===== src/hw/rtl/fmdb_pkg.sv =====
// package for the deduplicating fifo queue
// holds default sizes, transaction codes and the cell control struct; no dependencies
`default_nettype none

package fmdb_pkg;

    localparam int CAPACITY_DEF   = 16;
    localparam int DATA_WIDTH_DEF = 32;

    localparam logic MODE_PUSH = 1'b0;
    localparam logic MODE_POP  = 1'b1;

    localparam logic [1:0] ST_OK         = 2'd0;
    localparam logic [1:0] ST_DUP_MOVED  = 2'd1;
    localparam logic [1:0] ST_FULL       = 2'd2;
    localparam logic [1:0] ST_EMPTY      = 2'd3;

    // broadcast control from the top level to every cell, decided after the match search
    typedef struct packed {
        logic dup;     // pushed value is already stored
        logic append;  // pushed value goes to the free cell at the back
        logic pop;     // front entry is removed
    } fmdb_ctl_t;

endpackage

`default_nettype wire


===== src/hw/rtl/fmdb_cell.sv =====
// one storage cell of the deduplicating fifo queue
// depends on fmdb_pkg for the control struct
`default_nettype none

module fmdb_cell #(
    parameter int INDEX      = 0,
    parameter int CAPACITY   = 16,
    parameter int DATA_WIDTH = 32
) (
    input  wire                             clk,
    input  wire                             push,
    input  wire fmdb_pkg::fmdb_ctl_t        ctl,
    input  wire [$clog2(CAPACITY+1)-1:0]    occ,
    input  wire [DATA_WIDTH-1:0]            v,
    input  wire [DATA_WIDTH-1:0]            right_data,
    input  wire                             hit_in,
    output logic                            hit_out,
    output logic [DATA_WIDTH-1:0]           data,
    output logic [DATA_WIDTH-1:0]           data_upd
);
    import fmdb_pkg::*;

    localparam int CW = $clog2(CAPACITY + 1);
    localparam logic [CW-1:0] IDX = CW'(INDEX);

    logic [DATA_WIDTH-1:0] data_reg;
    logic [DATA_WIDTH-1:0] data_next;
    logic [CW-1:0]         occ_m1;
    logic                  in_use;
    logic                  hit;
    logic                  shift;

    always_comb
    begin
        in_use  = IDX < occ;
        hit     = push && in_use && (data_reg == v);
        hit_out = hit_in | hit;
    end

    always_comb
    begin
        occ_m1  = occ - CW'(1);
        // pop, or from the match on: cells up to the back take right neighbor
        shift   = (ctl.pop || (ctl.dup && hit_out)) && (IDX < occ_m1);
        if (shift)
        begin
            data_next = right_data;
        end
        else if ((ctl.dup && IDX == occ_m1) || (ctl.append && IDX == occ))
        begin
            data_next = v;
        end
        else
        begin
            data_next = data_reg;
        end
    end

    always_ff @(posedge clk)
    begin
        data_reg <= data_next;
    end

    assign data     = data_reg;
    assign data_upd = data_next;

endmodule

`default_nettype wire


===== src/hw/rtl/fifo_move_duplicate_to_back_core.sv =====
// top level of the deduplicating fifo queue: a row of fmdb_cell storage cells,
// the occupancy counter and the registered result stage; depends on fmdb_pkg
`default_nettype none

// Deduplicating FIFO: one push or pop transaction is taken per clock cycle and its
// result appears in the output register on the next cycle; a new transaction is
// taken while that result waits, as long as the result is taken in the same cycle.
// A push compares its value against all cells at once and a match found anywhere
// ripples through the row of cells, which sets the cycle time; the matching entry
// is taken out, later entries move one cell toward the front and the value goes to
// the back, even when full. No clearing pass is run after reset.
module fifo_move_duplicate_to_back_core #(
    parameter int CAPACITY   = fmdb_pkg::CAPACITY_DEF,
    parameter int DATA_WIDTH = fmdb_pkg::DATA_WIDTH_DEF
) (
    input  wire         clk,
    input  wire         rst_n,
    input  wire         in_valid,
    output logic        in_ready,
    input  wire         mode,
    input  wire  [31:0] value,
    output logic        out_valid,
    input  wire         out_ready,
    output logic [1:0]  status,
    output logic [31:0] popped_value,
    output logic [4:0]  entry_count,
    output logic [31:0] front_value,
    output logic [31:0] back_value
);
    import fmdb_pkg::*;

    localparam int CW = $clog2(CAPACITY + 1);

    logic [CW-1:0]         occ_reg;
    logic [CW-1:0]         occ_next;
    logic [DATA_WIDTH-1:0] back_reg;
    logic [DATA_WIDTH-1:0] back_next;

    logic        out_valid_reg;
    logic [1:0]  status_reg;
    logic [1:0]  status_next;
    logic [31:0] popped_reg;
    logic [31:0] popped_next;
    logic [4:0]  count_reg;
    logic [31:0] front_reg;
    logic [31:0] front_next;
    logic [31:0] back_out_reg;
    logic [31:0] back_out_next;

    logic                  accept;
    logic                  push;
    logic                  found;
    logic                  full;
    logic                  empty;
    logic [DATA_WIDTH-1:0] v;
    fmdb_ctl_t             ctl;

    logic [DATA_WIDTH-1:0] cell_data [CAPACITY];
    logic [DATA_WIDTH-1:0] cell_upd  [CAPACITY];
    logic                  chain     [CAPACITY+1];

    assign in_ready = !out_valid_reg || out_ready;
    assign accept   = in_valid && in_ready;
    assign push     = accept && (mode == MODE_PUSH);
    assign v        = DATA_WIDTH'(value);
    assign full     = occ_reg == CW'(CAPACITY);
    assign empty    = occ_reg == '0;
    assign chain[0] = 1'b0;
    assign found    = chain[CAPACITY];

    always_comb
    begin
        ctl.dup    = push && found;
        ctl.append = push && !found && !full;
        ctl.pop    = accept && (mode == MODE_POP) && !empty;
    end

    generate
        for (genvar i = 0; i < CAPACITY; i++)
        begin : g_cell
            logic [DATA_WIDTH-1:0] right;
            if (i == CAPACITY - 1)
            begin : g_last
                assign right = '0;
            end
            else
            begin : g_mid
                assign right = cell_data[i+1];
            end
            fmdb_cell #(
                .INDEX      (i),
                .CAPACITY   (CAPACITY),
                .DATA_WIDTH (DATA_WIDTH)
            ) u_cell (
                .clk        (clk),
                .push       (push),
                .ctl        (ctl),
                .occ        (occ_reg),
                .v          (v),
                .right_data (right),
                .hit_in     (chain[i]),
                .hit_out    (chain[i+1]),
                .data       (cell_data[i]),
                .data_upd   (cell_upd[i])
            );
        end
    endgenerate

    always_comb
    begin
        occ_next  = occ_reg;
        back_next = back_reg;
        if (ctl.append)
        begin
            occ_next = occ_reg + CW'(1);
        end
        else if (ctl.pop)
        begin
            occ_next = occ_reg - CW'(1);
        end
        // the back entry only changes when a value is pushed or moved to the back
        if (ctl.append || ctl.dup)
        begin
            back_next = v;
        end

        if (mode == MODE_PUSH)
        begin
            if (found)
            begin
                status_next = ST_DUP_MOVED;
            end
            else if (full)
            begin
                status_next = ST_FULL;
            end
            else
            begin
                status_next = ST_OK;
            end
        end
        else
        begin
            status_next = empty ? ST_EMPTY : ST_OK;
        end

        popped_next   = ctl.pop ? 32'(cell_data[0]) : 32'd0;
        front_next    = (occ_next == '0) ? 32'd0 : 32'(cell_upd[0]);
        back_out_next = (occ_next == '0) ? 32'd0 : 32'(back_next);
    end

    always_ff @(posedge clk or negedge rst_n)
    begin
        if (!rst_n)
        begin
            occ_reg       <= '0;
            out_valid_reg <= 1'b0;
        end
        else
        begin
            occ_reg <= occ_next;
            if (accept)
            begin
                out_valid_reg <= 1'b1;
            end
            else if (out_ready)
            begin
                out_valid_reg <= 1'b0;
            end
        end
    end

    always_ff @(posedge clk)
    begin
        back_reg <= back_next;
        if (accept)
        begin
            status_reg   <= status_next;
            popped_reg   <= popped_next;
            count_reg    <= 5'(occ_next);
            front_reg    <= front_next;
            back_out_reg <= back_out_next;
        end
    end

    assign out_valid    = out_valid_reg;
    assign status       = status_reg;
    assign popped_value = popped_reg;
    assign entry_count  = count_reg;
    assign front_value  = front_reg;
    assign back_value   = back_out_reg;

endmodule

`default_nettype wire


===== config.mk =====
export PLATFORM = sky130hd
export DESIGN_NAME = fifo_move_duplicate_to_back_core
export DESIGN_NICKNAME = d
export VERILOG_FILES = /design/src/hw/rtl/fmdb_pkg.sv /design/src/hw/rtl/fmdb_cell.sv /design/src/hw/rtl/fifo_move_duplicate_to_back_core.sv
export SDC_FILE = /design/constraint.sdc
export NUM_CORES = 2
export LEC_CHECK = 0
export ABC_CLOCK_PERIOD_IN_PS = 9000
export BUFFER_PORTS_ARGS = -buffer_cell sky130_fd_sc_hd__buf_2
export CAP_MARGIN = 20
export CORE_MARGIN = 10
export CORE_UTILIZATION = 43
export CTS_BUF_LIST = sky130_fd_sc_hd__clkbuf_4 sky130_fd_sc_hd__clkbuf_8
export DETAILED_ROUTE_END_ITERATION = 6
export PLACE_DENSITY = 0.64
export SLEW_MARGIN = 20
export SYNTH_ARGS = -nofsm -noshare
export SYNTH_HDL_FRONTEND = slang
export SYNTH_SLANG_ARGS = --single-unit

===== constraint.sdc =====
create_clock -name clk -period 9 [get_ports clk]
set_input_delay 0.45 -clock clk [delete_from_list [all_inputs] [get_ports clk]]
set_output_delay 0.45 -clock clk [all_outputs]
set_load 0.005 [all_outputs]

==> flow_metrics.tcl <==
set metrics [dict create \
    initial_core_util_pct 43.4 \
    syn_area_sq_um 34300 \
    drt-pass1-iter-count 5 \
    wire_per_inst_um 27.5 \
    p_seq_share_pct 47.4 \
    skew_ns 0.0409 \
    setup_viol 0 \
    synth_nets 2717 \
    total_power_w 0.00890 \
    pin_count 142 \
    grt_usage_pct 22.9 \
    fmax_mhz 173 \
    place.gp.congestion 0.921 \
    swShare_pct 31.9 \
    rsz0062_at_grt "no" \
    largest_register_ff_count 512 \
    cts_tree "built" \
    grt_pass1_wl_mm 156 \
    tns_ns 0 \
    worst-path-max-fanout 33 \
    reg2reg_depth 10 \
    p_int_w 0.00607 \
    async_flop_share_pct 0.919 \
    p_per_area_nw_per_um2 234 \
    die_w_um 302 \
    synth_seq_cells 653 \
    syn_area_per_cell_sq_um 12.8 \
    cp-start-kind "register" \
    p_leak_nw 13.0 \
    min_period_ns 5.79 \
    io_buffers 141 \
    grt_pass1_vias 22900 \
    slew_headroom_pct 28.2 \
    core_sq_um 79000 \
    critPathRequiredTime_ns 9.37 \
    grt_max_degree 74 \
    num_rows 103 \
    root_buffer "clkbuf_8" \
    drive_above_1_share_pct 30.8 \
    final_hold_viol_count 0 \
    die_area_sq_um 91300 \
    vias 22500 \
    synth-edff-count 551 \
    yosysWarnings 0 \
    syn_inst 2674 \
    grt_overflow 0 \
    antenna_found_initial 3 \
    clkLatencyLatePin_ns 0.76 \
    worst_pin_slew_ns 1.08 \
    ant_nets 0 \
    nets 2816 \
    h-tree-depth 3 \
    dpl.hpwl_mm 75.2 \
    p_comb_share_pct 22.1 \
    outcome "finished clean" \
    crit_type "register to register" \
    area_growth_pct 11.1 \
    hp-class "input pin to asynchronous set/reset pin" \
    ir_drop_mv 0.162 \
    route.detailed.drc 0 \
    routed_wl_mm 107 \
    post-route-period-util_pct 64.3 \
    arrival_ns 6.16 \
    ys.flop_type "edfxtp_1" \
    report.final.slew_viol_count 0 \
    yosysUniqueCellTypes 65 \
    fillerInstances 6975 \
    cts_max_path_buffers 3 \
    cts_sinks 653 \
    cts.clk_slew.worst_paths_ns 0.08 \
    die_y_um 302 \
    via_per_inst 5.76 \
    clkPwrFrac_pct 30.5 \
    max_cap_violations 0 \
    drt_iter0_markers 2149 \
    cp-end-kind "register" \
    ys_seq_area_share_pct 54.4 \
    cts_buffers 108 \
    power.switching_w 0.00284 \
]
-- logic make-up (layout without fill, tap and decap cells) --
group | count (synthesis) | count (layout) | share of synthesized area (%)
AO/OA/AOI/OAI | 159 | 159 | 3.62
XOR/XNOR | 521 | 521 | 13.3
adder cells (fa/ha/maj) | 6 | 6 | 0.219
buffers and inverters | 240 | 422 | 3.59
flip-flops | 653 | 653 | 54.4
multiplexers | 481 | 481 | 15.7
other | 0 | 1 | 0
AND/OR/NAND/NOR | 614 | 614 | 9.20
-- Yosys cell counts, drive strengths merged, types with 27 or more instances --
| cell type | instances | area share, % |
|---|---|---|
| edfxtp | 551 | 48 |
| mux2 | 448 | 15 |
| xor2 | 287 | 7.3 |
| xnor2 | 234 | 6.0 |
| buf | 154 | 2.7 |
| nand2 | 141 | 1.5 |
| nor2 | 137 | 1.5 |
| dfxtp | 96 | 5.6 |
| nor4 | 87 | 1.6 |
| nand4 | 84 | 1.6 |
| clkbuf | 77 | 0.84 |
| and2 | 43 | 0.79 |
| a211oi | 34 | 0.78 |
| nor2b | 34 | 0.62 |
| a21boi | 33 | 0.72 |
| mux2i | 33 | 0.96 |
| a221oi | 32 | 0.82 |
| nand3 | 27 | 0.39 |
-- cells in the final DEF, fill, tap and decap left out, drive strengths merged, types with 34 or more instances in the layout --
cell and count:
xnor2 234, a211oi 34, nor2b 34, nand2 141, edfxtp 551, nand4 84, buf 218, mux2 448
and2 43, dfxtp 96, nor2 137, clkbuf 163, xor2 287, nor4 87
-- worst max-delay path, stage by stage, from the launching register on --
cell	delay, ns
dfrtp_1	0.84
nor2_1	0.42
nor3_2	0.73
nand4_1	0.37
a2111oi_2	0.53
nor3_1	0.22
nand4_4	0.20
nor2_1	0.18
a21oi_2	0.31
o211a_2	0.81
or2_2	0.75
-- repair_timing --
item,4_1_cts,5_1_grt
gates resized for setup,0,0
endpoints found under the hold margin,7,0
hold buffers,2,0
setup buffers,0,0
-- power groups by stage --
stage          clock (W)  sequential (W)  combinational (W)
2_1_floorplan          0         0.00410            0.00139
3_5_place_dp           0         0.00427            0.00194
4_1_cts          0.00275         0.00422            0.00196
6_report         0.00271         0.00422            0.00197
5_1_grt          0.00289         0.00426            0.00211
3_3_place_gp           0         0.00427            0.00193
-- final timing paths --
kind                         startpoint                  endpoint  slack [ns]
max in group asynchronous         rst_n                 out_valid        8.67
hold / removal                    rst_n                occ_reg[1]        0.13
setup reg to reg             occ_reg[4]  g_cell[8].u_cell.data[5]        3.21
hold reg to reg            back_reg[22]              back_reg[22]        0.47
min in group clk                   mode                 status[0]        0.19
setup / recovery             occ_reg[4]  g_cell[8].u_cell.data[5]        3.21
-- area by class of cell --
class,instances,area (sq um),area share (%)
antenna,1,2.50,0.00658
clock buffer,163,1960,5.16
clock inverter,30,244,0.641
inverter,9,33.8,0.0888
multi-input combinational,1781,14500,38.2
sequential,653,18600,48.9
tap,1050,1310,3.45
timing repair buffer,220,1340,3.51
-- metrics by stage --
step           hold slack (ns)  cell area, sq um  setup WS, ns  std cells  util (%)
2_1_floorplan            0.154             34300          2.20       2674         -
3_3_place_gp             0.309             35800          2.59       3709      45.3
3_5_place_dp             0.311             35800          3.31       3711      45.3
4_1_cts                 0.0971             38000          3.33       3906      48.2
5_1_grt                  0.115             38100          3.07       3907      48.2
6_report                 0.133             38100          3.21       3907      48.2
-- routing by layer --
layer / vias to the layer above / track usage [%] / wire length (um)
li1: 9928 / - / -
met1: 11300 / 29.5 / 44200
met2: 1061 / 37.3 / 50100
met3: 230 / 4.47 / 8390
met4: 0 / 9.53 / 4560
met5: - / 0 / 0
No activity file was read; power rests on OpenSTA's default activity.
